<file path="config.mk">
export PLATFORM = sky130hd
export DESIGN_NAME = integer_to_ascii_radix
export DESIGN_NICKNAME = d
export VERILOG_FILES = /design/src/rtl/itoa_pkg.sv /design/src/rtl/integer_to_ascii_radix.sv
export SDC_FILE = /design/constraint.sdc
export NUM_CORES = 1
export LEC_CHECK = 0
export BUFFER_PORTS_ARGS = -buffer_cell sky130_fd_sc_hd__buf_2
export CAP_MARGIN = 0
export CORE_MARGIN = 4
export CORE_UTILIZATION = 47
export CTS_CLUSTER_DIAMETER = 80
export DETAILED_ROUTE_END_ITERATION = 6
export PLACE_DENSITY = 0.7
export REMOVE_ABC_BUFFERS = 1
export SLEW_MARGIN = 15
export SYNTH_ARGS = -nofsm -noshare
export SYNTH_HDL_FRONTEND = slang
export SYNTH_SLANG_ARGS = --single-unit
</file>
<file path="constraint.sdc">
create_clock -name clk_i -period 7.3 [get_ports clk_i]
set_input_delay 0.365 -clock clk_i [delete_from_list [all_inputs] [get_ports clk_i]]
set_output_delay 0.365 -clock clk_i [all_outputs]
set_load 0.01 [all_outputs]
</file>
<file path="src/rtl/itoa_pkg.sv">
// Shared types, constants and the digit glyph table for the integer to ASCII converter.
package itoa_pkg;

  localparam int unsigned VALUE_IN_W    = 64;
  localparam int unsigned VALUE_W_DEF   = 64;
  localparam int unsigned RADIX_W       = 5;
  localparam int unsigned DIGIT_W       = 4;
  localparam int unsigned CHAR_W        = 7;

  localparam logic [RADIX_W-1:0] RADIX_RESET = 5'd10;
  localparam logic [RADIX_W-1:0] RADIX_MIN   = 5'd2;
  localparam logic [RADIX_W-1:0] RADIX_MAX   = 5'd16;
  localparam logic [CHAR_W-1:0]  ASCII_MINUS = 7'd45;

  typedef enum logic [2:0] {
    ST_IDLE,
    ST_DIV,
    ST_SIGN,
    ST_READ,
    ST_EMIT
  } itoa_state_e;

  // Maps a digit value to its character, lower-case letters above nine.
  function automatic logic [CHAR_W-1:0] digit_glyph(input logic [DIGIT_W-1:0] digit);
    logic [CHAR_W-1:0] glyph;
    glyph = 7'd48;
    case (digit)
      4'd0:    glyph = 7'd48;
      4'd1:    glyph = 7'd49;
      4'd2:    glyph = 7'd50;
      4'd3:    glyph = 7'd51;
      4'd4:    glyph = 7'd52;
      4'd5:    glyph = 7'd53;
      4'd6:    glyph = 7'd54;
      4'd7:    glyph = 7'd55;
      4'd8:    glyph = 7'd56;
      4'd9:    glyph = 7'd57;
      4'd10:   glyph = 7'd97;
      4'd11:   glyph = 7'd98;
      4'd12:   glyph = 7'd99;
      4'd13:   glyph = 7'd100;
      4'd14:   glyph = 7'd101;
      default: glyph = 7'd102;
    endcase
    return glyph;
  endfunction

endpackage

</file>
<file path="src/rtl/integer_to_ascii_radix.sv">
// Top level of the signed integer to ASCII text converter with a programmable radix.
//
// Input channel: value_i with in_valid_i / in_stall_o; an item is taken when valid is high
// and stall is low. Only the low VALUE_WIDTH bits count, read as two's complement.
// Output channel: one character per transfer on character_o with out_valid_o / out_stall_i;
// a minus sign comes first for negative values, then the digits, most significant first.
// last_char_o marks the final character of each number. Zero gives the single digit "0".
// Configuration: radix_we_i writes radix_i (2 to 16, saturated outside); the user must
// write it only while idle, as the block itself does not enforce this.
// Operation: each digit comes from a bit-serial restoring division by the radix, one
// quotient bit per cycle, and each character then passes through the registered digit
// memory read. One item is worked at a time.
// The input is stalled until the last character has entered the output register, and a
// new item is taken while that character still waits for the receiver.
// A stalled receiver holds the output register and pauses character emission.
// Reset sets the radix to 10 and empties the pipeline; the digit memory is not cleared.
module integer_to_ascii_radix
  import itoa_pkg::*;
#(
  parameter int unsigned VALUE_WIDTH = VALUE_W_DEF
) (
  input  logic                  clk_i,
  input  logic                  rst_ni,
  input  logic                  radix_we_i,
  input  logic [RADIX_W-1:0]    radix_i,
  input  logic                  in_valid_i,
  output logic                  in_stall_o,
  input  logic [VALUE_IN_W-1:0] value_i,
  output logic                  out_valid_o,
  input  logic                  out_stall_i,
  output logic [CHAR_W-1:0]     character_o,
  output logic                  last_char_o
);

  localparam int unsigned MAG_W = VALUE_WIDTH - 1;
  localparam int unsigned AW    = $clog2(MAG_W);
  localparam int unsigned BW    = $clog2(MAG_W);

  itoa_state_e state_q, state_d;

  logic [RADIX_W-1:0] radix_q;
  logic [RADIX_W-1:0] radix_eff;
  logic [MAG_W-1:0]   mag_q, mag_d;
  logic [DIGIT_W-1:0] rem_q, rem_d;
  logic [BW-1:0]      bit_q, bit_d;
  logic [AW:0]        ndig_q, ndig_d;
  logic [AW-1:0]      idx_q, idx_d;
  logic               neg_q, neg_d;
  logic               out_valid_q, out_valid_d;
  logic [CHAR_W-1:0]  char_q, char_d;
  logic               last_q, last_d;
  logic [DIGIT_W-1:0] mem_q [MAG_W];
  logic [DIGIT_W-1:0] rd_data_q;

  logic [VALUE_WIDTH-1:0] in_val;
  logic [VALUE_WIDTH-1:0] in_neg;
  logic [MAG_W-1:0]       in_mag;
  logic                   in_sign;
  logic                   in_take;
  logic                   out_free;
  logic [RADIX_W-1:0]     trial;
  logic                   q_bit;
  logic [RADIX_W-1:0]     trial_sub;
  logic [DIGIT_W-1:0]     rem_next;
  logic [MAG_W-1:0]       step_mag;
  logic                   last_bit;
  logic                   digit_we;

  assign radix_eff = (radix_q < RADIX_MIN) ? RADIX_MIN :
                     (radix_q > RADIX_MAX) ? RADIX_MAX : radix_q;

  // Magnitude of the incoming value; the most negative value saturates.
  assign in_val  = value_i[VALUE_WIDTH-1:0];
  assign in_sign = in_val[VALUE_WIDTH-1];
  assign in_neg  = ~in_val + {{(VALUE_WIDTH-1){1'b0}}, 1'b1};
  always_comb begin
    if (!in_sign) begin
      in_mag = in_val[MAG_W-1:0];
    end else if (in_val[MAG_W-1:0] == '0) begin
      in_mag = '1;
    end else begin
      in_mag = in_neg[MAG_W-1:0];
    end
  end

  // One step of the restoring division: bring down the next dividend bit.
  assign trial     = {rem_q, mag_q[MAG_W-1]};
  assign q_bit     = (trial >= radix_eff);
  assign trial_sub = trial - radix_eff;
  assign rem_next  = q_bit ? trial_sub[DIGIT_W-1:0] : trial[DIGIT_W-1:0];
  assign step_mag  = {mag_q[MAG_W-2:0], q_bit};
  assign last_bit  = (bit_q == BW'(MAG_W - 1));

  assign out_free = !out_valid_q || !out_stall_i;
  assign in_take  = in_valid_i && !in_stall_o;

  // Next state.
  always_comb begin
    state_d = state_q;
    unique case (state_q)
      ST_IDLE: begin
        if (in_valid_i) state_d = ST_DIV;
      end
      ST_DIV: begin
        if (last_bit && step_mag == '0) state_d = neg_q ? ST_SIGN : ST_READ;
      end
      ST_SIGN: begin
        if (out_free) state_d = ST_READ;
      end
      ST_READ: begin
        state_d = ST_EMIT;
      end
      ST_EMIT: begin
        if (out_free) state_d = (idx_q == '0) ? ST_IDLE : ST_READ;
      end
      default: state_d = ST_IDLE;
    endcase
  end

  // Datapath and handshake outputs.
  always_comb begin
    in_stall_o  = (state_q != ST_IDLE);
    mag_d       = mag_q;
    rem_d       = rem_q;
    bit_d       = bit_q;
    ndig_d      = ndig_q;
    idx_d       = idx_q;
    neg_d       = neg_q;
    char_d      = char_q;
    last_d      = last_q;
    digit_we    = 1'b0;
    out_valid_d = out_valid_q && out_stall_i;
    unique case (state_q)
      ST_IDLE: begin
        if (in_take) begin
          mag_d  = in_mag;
          neg_d  = in_sign;
          rem_d  = '0;
          bit_d  = '0;
          ndig_d = '0;
        end
      end
      ST_DIV: begin
        mag_d = step_mag;
        rem_d = rem_next;
        bit_d = bit_q + BW'(1);
        if (last_bit) begin
          digit_we = 1'b1;
          ndig_d   = ndig_q + (AW+1)'(1);
          idx_d    = ndig_q[AW-1:0];
          bit_d    = '0;
          rem_d    = '0;
        end
      end
      ST_SIGN: begin
        if (out_free) begin
          out_valid_d = 1'b1;
          char_d      = ASCII_MINUS;
          last_d      = 1'b0;
        end
      end
      ST_READ: begin
      end
      ST_EMIT: begin
        if (out_free) begin
          out_valid_d = 1'b1;
          char_d      = digit_glyph(rd_data_q);
          last_d      = (idx_q == '0);
          if (idx_q != '0) idx_d = idx_q - AW'(1);
        end
      end
      default: begin
      end
    endcase
  end

  always_ff @(posedge clk_i or negedge rst_ni) begin
    if (!rst_ni) begin
      state_q     <= ST_IDLE;
      radix_q     <= RADIX_RESET;
      ndig_q      <= '0;
      bit_q       <= '0;
      neg_q       <= 1'b0;
      out_valid_q <= 1'b0;
    end else begin
      state_q     <= state_d;
      ndig_q      <= ndig_d;
      bit_q       <= bit_d;
      neg_q       <= neg_d;
      out_valid_q <= out_valid_d;
      if (radix_we_i) radix_q <= radix_i;
    end
  end

  always_ff @(posedge clk_i) begin
    mag_q  <= mag_d;
    rem_q  <= rem_d;
    idx_q  <= idx_d;
    char_q <= char_d;
    last_q <= last_d;
  end

  // Digit memory: least significant digit at address zero.
  always_ff @(posedge clk_i) begin
    if (digit_we) mem_q[ndig_q[AW-1:0]] <= rem_next;
    rd_data_q <= mem_q[idx_q];
  end

  assign out_valid_o = out_valid_q;
  assign character_o = char_q;
  assign last_char_o = last_q;

`ifndef ASSERT_OFF
  a_take_starts_div: assert property (@(posedge clk_i) disable iff (!rst_ni)
    in_take |=> state_q == ST_DIV)
    else $error("accepted item did not start the division");

  a_rem_below_radix: assert property (@(posedge clk_i) disable iff (!rst_ni)
    state_q == ST_DIV |-> {1'b0, rem_q} < radix_eff)
    else $error("partial remainder reached the radix");

  a_digit_count: assert property (@(posedge clk_i) disable iff (!rst_ni)
    ndig_q <= (AW+1)'(MAG_W))
    else $error("digit count exceeds the digit memory");

  a_final_flag: assert property (@(posedge clk_i) disable iff (!rst_ni)
    state_q == ST_EMIT && out_free && idx_q == '0 |=> out_valid_o && last_char_o)
    else $error("final digit not flagged as last");
`endif

endmodule
</file>
==> flow_summary.yaml, run 1 <==
run_status:
  status: "complete, no violations"
sta:
  finalClockSkew_ns: 0.0193
  max_freq_mhz: 281
  hold_viol: 0
  period_minus_slack_ns: 3.56
  whs_ns: 0.0588
  setup_violations: 0
  slew_headroom_pct: 40.4
  grt_setup_unrepaired: "no"
  setup_tns_ns: 0
  fin_crit_sh_pct: 48.8
  drv_slew: 0
  worstMarginPinSlew_ns: 0.884
  setup_ws_ns: 3.74
drt:
  top_layer: "met4"
  drc_errors: 0
  first_pass_iters: 5
  dr_wl_met3_um: 2830
  vias_per_cell: 5.90
  wl_met2_um: 17700
  wl_per_cell_um: 21.3
  drtAntennaViolNets: 0
  drt-met1-wl_um: 15200
  drt_iter0_markers: 939
  routed-via-count: 10100
  routed_wl_um: 36600
placed_design:
  routabilityCongestion: 0.895
  dp_hpwl_um: 24500
  dp_slack_ns: 3.36
  place_inst: 1648
  numPortBuffers: 82
finish:
  n_antenna_cell: 0
  fill_cells: 2801
  multi_input_area_um2: 5410
  drive_gt1_share_pct: 19.4
  syn_to_final_growth_pct: 12.5
  finalNetCount: 1321
  ff_latch_area_um2: 10600
  fin_cells: 1718
cts:
  postCtsSetupBuffers: 0
  tritoncts: "yes"
  clk_latency_ns: 0.53
  cts-root-buf: "clkbuf_16"
  cts_buffer_depth: 3
  clkSlewWorstSetupHoldPaths_ns: 0.06
  numCtsBuffers: 38
  cts_sinks: 358
  cts_max_level: 2
synth:
  synth_edf_count: 332
  synthArstFlopShare_pct: 6.15
  syn_inst: 1165
  avgSynthCellArea_um2: 14.0
  yosysSeqAreaShare_pct: 64.8
  synth_top_cells_by_count: "edfxtp_1, nor2_1, a21oi_1, xor2_1, mux4_2"
  synthTopCellsByArea: "edfxtp_1, mux4_2, nor2_1"
  yosysWarnings: 0
  yosysTopAreaCell: "edfxtp_1"
  synth_cell_types: 61
  synthFlopType: "edfxtp_1"
  synth_seq_cells: 358
  synth_top_area_share_pct: 60.9
  syn-cell-area_um2: 16400
  yosysMostFrequentCell: "edfxtp_1"
global_routing:
  grt_pass1_wl_um: 58100
  grt.total_usage_pct: 19.2
  antenna_found_initial: 0
  grt_max_degree: 80
  grt_overflow: 0
  grt_pass1_vias: 10100
critical_path:
  cp_max_fo: 35
  cp_data_required_time_ns: 7.59
  cp-end-kind: "flip-flop"
  arrival_ns: 3.85
  crit_path_top_delay_cell: "mux2_2"
  startpoint_type: "flip-flop"
  max_stage_delay_ns: 0.71
  crit_chain: "nor2_1 -> o21ai_0 -> ha_1 -> a211oi_1 -> o21bai_1 -> a21oi_1 -> mux2_2 -> buf_4"
  r2r_slack_ns: 3.74
  worstSetupPathType: "reg2reg"
hold_path:
  min_path_type: "in2reg"
floorplan:
  initial_utilization_pct: 47.5
  rows: 68
  pin_count: 84
  die_y_um: 195
  core-area_um2: 34500
  die_area_um2: 37900
  die_w_um: 195
power_and_ir_drop:
  ir_drop_v: 0.000240
  totalPowerFinal_mw: 7.02
  power_leakage_nw: 6.17
  p_per_area_nw_per_um2: 381
run:
  drv_cap: 0
## worst max-delay path, delay by kind of cell (launching register included)
| kind | cells | cell delay [ns] |
|---|---|---|
| compound gates | 4 | 1.21 |
| mux | 1 | 0.71 |
| flops | 1 | 0.55 |
| buf+inv | 1 | 0.46 |
| fa+ha+maj | 1 | 0.33 |
| simple gates | 1 | 0.04 |
## per-stage QoR
step	cell area [um2]	util, %
after floorplan	16100	-
after global placement	17100	49.7
after detailed placement	17100	49.7
after CTS	18400	53.4
after global routing	18400	53.4
final	18400	53.4
## report_power, final
| group | total, mW | switching (mW) | internal [mW] | leakage [nW] |
|---|---|---|---|---|
| clock | 1.95 | 0.770 | 1.18 | 0.616 |
| sequential | 3.39 | 0.218 | 3.17 | 3.34 |
| combinational | 1.68 | 1.22 | 0.460 | 2.21 |
| total | 7.02 | 2.21 | 4.81 | 6.17 |
## area by class of cell
class | count | share of cell area [%]
Timing Repair Buffer | 94 | 2.73
Multi-Input combinational cell | 725 | 29.4
Inverter | 17 | 0.346
Sequential cell | 358 | 57.6
Tap cell | 455 | 3.09
Clock buffer | 48 | 5.59
Clock inverter | 21 | 1.30
## layer usage
| metal | vias to the layer above | GRT usage (%) |
|---|---|---|
| li1 | 4634 | - |
| met1 | 5009 | 27.3 |
| met2 | 434 | 30.7 |
| met3 | 62 | 3.88 |
| met4 | 0 | 5.03 |
| met5 | - | 0 |
## cells in the final DEF (no fill, tap or decap), types with 9 or more instances in the layout
cell       instances
nor4_1            22
edfxtp_1         332
nor2_1           167
nand4_1            9
nor2b_1           16
clkbuf_16         39
mux4_2            63
dfrtp_1           20
nand3_1           12
or3_1             12
or2_2              9
o21ai_0           39
xor2_1            64
nand2_1           57
mux2_2             9
nor3_1             9
buf_4             11
a31oi_1           14
a21oi_1           70
ha_1              12
o41ai_1           12
o31ai_1           18
buf_2             82
or4_1             16
a22oi_1           16
inv_1             16
## registers in the layout, summed over array words and instances, names as in the netlist
register     cells
ndig_q           6
bit_q            6
last_char_o      1
rem_q            4
idx_q            6
rd_data_q        4
mag_q           63
out_valid_o      1
neg_q            1
character_o      6
mem_q          252
radix_q          5
state_q          3
## kinds of logic after synthesis
logic type               count (synthesis)  share of synthesized area [%]
XOR/XNOR                                70                           3.75
adder cells (fa/ha/maj)                 13                           1.04
AO/OA/AOI/OAI                          205                           8.01
multiplexers                            79                           9.72
AND/OR/NAND/NOR                        357                           10.5
flip-flops                             358                           64.8
other                                    1                         0.0229
buffers and inverters                   82                           2.22
## repair_timing
action                    4_1_cts  5_1_grt
resized for setup               0        0
hold buffers                    1        0
hold endpoints to repair       20        0
## final timing paths
kind,cells past startpoint,startpoint,endpoint
min,3,radix_i[4],radix_q[4]
max,8,radix_q[3],mem_q[57][1]
max in group asynchronous,2,rst_ni,radix_q[3]
min in group asynchronous,2,rst_ni,bit_q[1]
min reg2reg,1,radix_q[0],radix_q[0]
max reg2reg,8,radix_q[3],mem_q[57][1]
Power figures use the tool's default switching activity.
==> run 2, diff against run 1 <==
PLACE_DENSITY = 0.72   (was 0.7)
clock period = 3.2 ns   (was 7.3 ns; I/O delays follow)
==> flow_summary.yaml, run 2 (synthesis results as in run 1) <==
finish:
  n_antenna_cell: 0
  fill_cells: 2751
  largest_reg_flops: 252
  syn_to_final_growth_pct: 14.5
  fin_area_um2: 18700
  drive_gt1_share_pct: 20.5
  layout_commonest_cell: "edfxtp_1"
  finalNetCount: 1359
  final_cell_mix: "edfxtp_1, nor2_1, buf_2"
drt:
  first_pass_iters: 6
  routed-via-count: 10400
  routed_wl_um: 37900
  wl_per_cell_um: 21.6
  vias_per_cell: 5.95
  drt_iter0_markers: 962
  drc_errors: 0
  drtAntennaViolNets: 0
critical_path:
  cp-end-kind: "flip-flop"
  max_stage_delay_ns: 0.56
  cp_top_family: "compound AO/OA/AOI/OAI gates"
  worstSetupPathType: "reg2reg"
  crit_path_top_delay_cell: "dfstp_2"
  cp_data_required_time_ns: 3.41
  crit_buf_inv: 1
  startpoint_type: "flip-flop"
  arrival_ns: 3.28
  cp_max_fo: 51
  crit_chain: "nor2_1 -> o21ai_0 -> ha_1 -> a211oi_1 -> o21bai_1 -> a21oi_1 -> mux2_2 -> buf_12"
  r2r_slack_ns: 0.13
sta:
  worstMarginPinSlew_ns: 1.13
  max_freq_mhz: 326
  finalClockSkew_ns: 0.0310
  grt_setup_unrepaired: "no"
  drv_slew: 0
  fin_crit_sh_pct: 96.0
  slew_headroom_pct: 24.9
  period_minus_slack_ns: 3.07
  setup_ws_ns: 0.128
  setup_violations: 0
  hold_viol: 0
power_and_ir_drop:
  ir_drop_v: 0.000762
  power_leakage_nw: 6.34
  p_per_area_nw_per_um2: 860
global_routing:
  grt_pass1_vias: 10400
  grt_max_degree: 79
  grt_overflow: 0
  grt_pass1_wl_um: 59300
  antenna_found_initial: 0
  top_usage_layer: "met2"
  grtUsageMet3_pct: 3.74
  grt_use_met2_pct: 32.9
  grt.total_usage_pct: 19.7
  use_met1_pct: 26.8
cts:
  clk_latency_ns: 0.52
  cts_sinks: 358
  postCtsSetupBuffers: 0
  cts_resized: 0
  tritoncts: "yes"
  cts_buffer_depth: 3
  clkSlewWorstSetupHoldPaths_ns: 0.06
  cts-root-buf: "clkbuf_16"
  cts_max_level: 2
  numCtsBuffers: 37
run:
  drv_cap: 0
placed_design:
  numPortBuffers: 82
  dp_slack_ns: -0.00130
  dp_hpwl_um: 24800
  postPlaceCellArea_um2: 17400
  routabilityCongestion: 0.881
hold_path:
  min_path_type: "in2reg"
floorplan:
  die_y_um: 195
  rows: 68
  pin_count: 84
  initial_utilization_pct: 47.5
  die_w_um: 195
  die_area_um2: 37900
  core-area_um2: 34500
run_status:
  status: "complete, no violations"
[run 2: cell types whose count changed in the layout (fill, tap and decap cells not counted), sizes merged]
| cell | previous run | this run |
|---|---|---|
| clkinvlp | 2 | 0 |
| clkinv | 13 | 15 |
| buf | 93 | 120 |
| dlygate4sd3 | 1 | 13 |
| clkbuf | 48 | 42 |
[run 2: path summary, 6_finish.rpt]
path                              from            to  cells after the start
max                         radix_q[3]  mem_q[10][1]                      8
min                        value_i[30]     mag_q[30]                      3
max reg2reg                 radix_q[3]  mem_q[10][1]                      8
min reg2reg                   bit_q[5]      bit_q[5]                      2
max in group asynchronous       rst_ni     ndig_q[2]                      2
min in group asynchronous       rst_ni    radix_q[2]                      2
[run 2: timing repair]
| item | in CTS | in global routing |
|---|---|---|
| hold endpoints to repair | 29 | 0 |
| hold buffers | 13 | 0 |
| endpoints found under the setup margin | 0 | 0 |
[run 2: per-layer routing]
layer / wire length, um / vias to the layer above
met5: 0 / -
met2: 18900 / 462
met3: 2810 / 70
li1: - / 4711
met4: 916 / 0
met1: 15200 / 5182
[run 2: power breakdown]
group          internal (mW)  switching [mW]  leakage (nW)
Sequential              7.21           0.474          3.34
Clock                   2.57            1.73         0.589
Combinational           1.28            2.86          2.41
Total                   11.1            5.07          6.34
[run 2: worst register-to-register path, stage by stage (launching register included)]
cell      delay [ns]
dfstp_2         0.56
nor2_1          0.04
o21ai_0         0.31
ha_1            0.32
a211oi_1        0.24
o21bai_1        0.12
a21oi_1         0.35
mux2_2          0.53
buf_12          0.23
[run 2: through the flow]
stage	total power [mW]	std cells	hold slack [ns]	util, %	setup TNS [ns]
2_1_floorplan	10.1	1100	-0.136	-	-26.15
3_3_place_gp	11.7	1675	0.158	50.5	0
3_5_place_dp	11.9	1675	0.167	50.5	-0.00130
4_1_cts	16.2	1751	0.0159	54.4	0
5_1_grt	16.9	1751	0.0290	54.4	0
6_report	16.1	1751	0.0349	54.4	0
[run 2: cell type report]
| type | count | area [um2] | area share [%] |
|---|---|---|---|
| Clock inverter | 21 | 234 | 1.25 |
| Inverter | 17 | 63.8 | 0.340 |
| Tap cell | 455 | 569 | 3.04 |
| Multi-Input combinational cell | 725 | 5410 | 28.8 |
| Clock buffer | 42 | 966 | 5.15 |
| Timing Repair Buffer | 133 | 901 | 4.81 |
| Sequential cell | 358 | 10600 | 56.6 |
==> run 3, diff against run 2 <==
CORE_MARGIN = 10   (was 4)
==> flow_summary.yaml, run 3 (synthesis results as in run 1) <==
cts:
  clk_latency_ns: 0.54
  numCtsBuffers: 38
  cts-root-buf: "clkbuf_16"
  cts_sinks: 358
  clkSlewWorstSetupHoldPaths_ns: 0.06
  cts_max_level: 2
  cts_buffer_depth: 3
  tritoncts: "yes"
critical_path:
  crit_path_top_delay_cell: "dfstp_2"
  r2r_slack_ns: 0.33
  cp_data_required_time_ns: 3.44
  cp-end-kind: "flip-flop"
  rr_endpoint: "mem_q[58][1]"
  cp_top_family: "compound AO/OA/AOI/OAI gates"
  path_depth: 9
  cp_max_fo: 55
  crit_chain: "nor2_1 -> o21ai_0 -> ha_1 -> a211oi_1 -> o21bai_1 -> a21oi_1 -> buf_4 -> mux2_2 -> buf_12"
  max_stage_delay_ns: 0.57
  startpoint_type: "flip-flop"
  worstSetupPathType: "reg2reg"
  r2r_start: "radix_q[3]"
  reg2reg_depth: 9
  crit_buf_inv: 2
  arrival_ns: 3.11
  crit_path_end: "mem_q[58][1]"
  crit_path_start: "radix_q[3]"
sta:
  worstMarginPinSlew_ns: 0.855
  setup_violations: 0
  period_minus_slack_ns: 2.87
  hold_viol: 0
  drv_slew: 0
  setup_ws_ns: 0.331
  fin_crit_sh_pct: 89.7
  slew_headroom_pct: 43.0
  finalClockSkew_ns: 0.0196
  setup_tns_ns: 0
  grt_setup_unrepaired: "no"
  max_freq_mhz: 349
  whs_ns: 0.0250
global_routing:
  grt_overflow: 0
  grt_max_degree: 79
  grt_pass1_vias: 10300
  grt_pass1_wl_um: 58800
  grt.total_usage_pct: 17.6
  antenna_found_initial: 0
finish:
  layout_commonest_cell: "edfxtp_1"
  largest_reg_flops: 252
  final_cell_mix: "edfxtp_1, nor2_1, buf_2"
  syn_to_final_growth_pct: 14.8
  fill_cells: 2766
  n_antenna_cell: 0
  fin_cells: 1754
  drive_gt1_share_pct: 20.6
  finalNetCount: 1357
floorplan:
  pin_count: 84
  die_y_um: 207
  core-area_um2: 34500
  rows: 68
  die_area_um2: 42700
  initial_utilization_pct: 47.5
  die_w_um: 207
placed_design:
  dp_hpwl_um: 24600
  dp_slack_ns: 0.0118
  place_inst: 1672
  numPortBuffers: 82
  routabilityCongestion: 0.872
power_and_ir_drop:
  power_leakage_nw: 6.34
  ir_drop_v: 0.000710
  p_per_area_nw_per_um2: 862
  totalPowerFinal_mw: 16.2
run_status:
  status: "complete, no violations"
hold_path:
  hold_depth: 3
  min_path_type: "in2reg"
  min_from: "value_i[37]"
drt:
  routed_wl_um: 37100
  wl_per_cell_um: 21.2
  routed-via-count: 10300
  first_pass_iters: 5
  vias_per_cell: 5.87
  drtAntennaViolNets: 0
  drc_errors: 0
  drt_iter0_markers: 835
run:
  drv_cap: 0
-- run 3: cell count changes in the layout (fill, tap and decap cells not counted), moves of 2 or more --
cell / delta
clkbuf_1: +3
buf_12: +2
clkinvlp_4: +4
buf_4: -5
-- run 3: area by class of cell --
type                            count  area (um2)  share of cell area [%]
Clock buffer                       45         977                    5.20
Clock inverter                     24         274                    1.46
Inverter                           17        63.8                   0.340
Multi-Input combinational cell    725        5410                    28.8
Sequential cell                   358       10600                    56.4
Tap cell                          455         569                    3.03
Timing Repair Buffer              130         903                    4.81
-- run 3: worst min-delay path: cells and delay by family --
| family | cells | cell delay, ns |
|---|---|---|
| buffers and inverters | 1 | 0.09 |
| AO/OA/AOI/OAI | 1 | 0.13 |
| XOR/XNOR | 1 | 0.06 |
-- run 3: report_power, final --
part | switching (mW) | internal, mW
clock network | 1.84 | 2.54
logic | 2.82 | 1.33
registers | 0.455 | 7.21
total | 5.12 | 11.1
-- run 3: timing repair --
action,4_1_cts,5_1_grt
buffers inserted,0,0
hold endpoints to repair,29,0
hold buffers,13,0
endpoints found under the setup margin,0,0
gates resized for setup,0,0
-- run 3: how the worst min path moves through the flow --
stage | end | slack (ns)
2_1_floorplan | bit_q[0] | -0.14
3_3_place_gp | radix_q[0] | 0.16
3_5_place_dp | radix_q[0] | 0.16
4_1_cts | mag_q[37] | 0.02
5_1_grt | mag_q[37] | 0.03
6_report | mag_q[37] | 0.02
-- run 3: routing by layer --
layer | GRT usage [%] | share of wire, % | up-vias
li1 | - | - | 4701
met5 | 0 | 0 | -
met4 | 4.87 | 2.4 | 0
met2 | 29.6 | 50 | 417
met3 | 2.79 | 7.1 | 73
met1 | 23.3 | 41 | 5111
-- run 3: metrics by stage --
| stage | area (um2) | util (%) |
|---|---|---|
| 3_5_place_dp | 17400 | 50.5 |
| 4_1_cts | 18800 | 54.5 |
| 6_report | 18800 | 54.5 |
| 2_1_floorplan | 16100 | - |
| 3_3_place_gp | 17400 | 50.5 |
| 5_1_grt | 18800 | 54.5 |
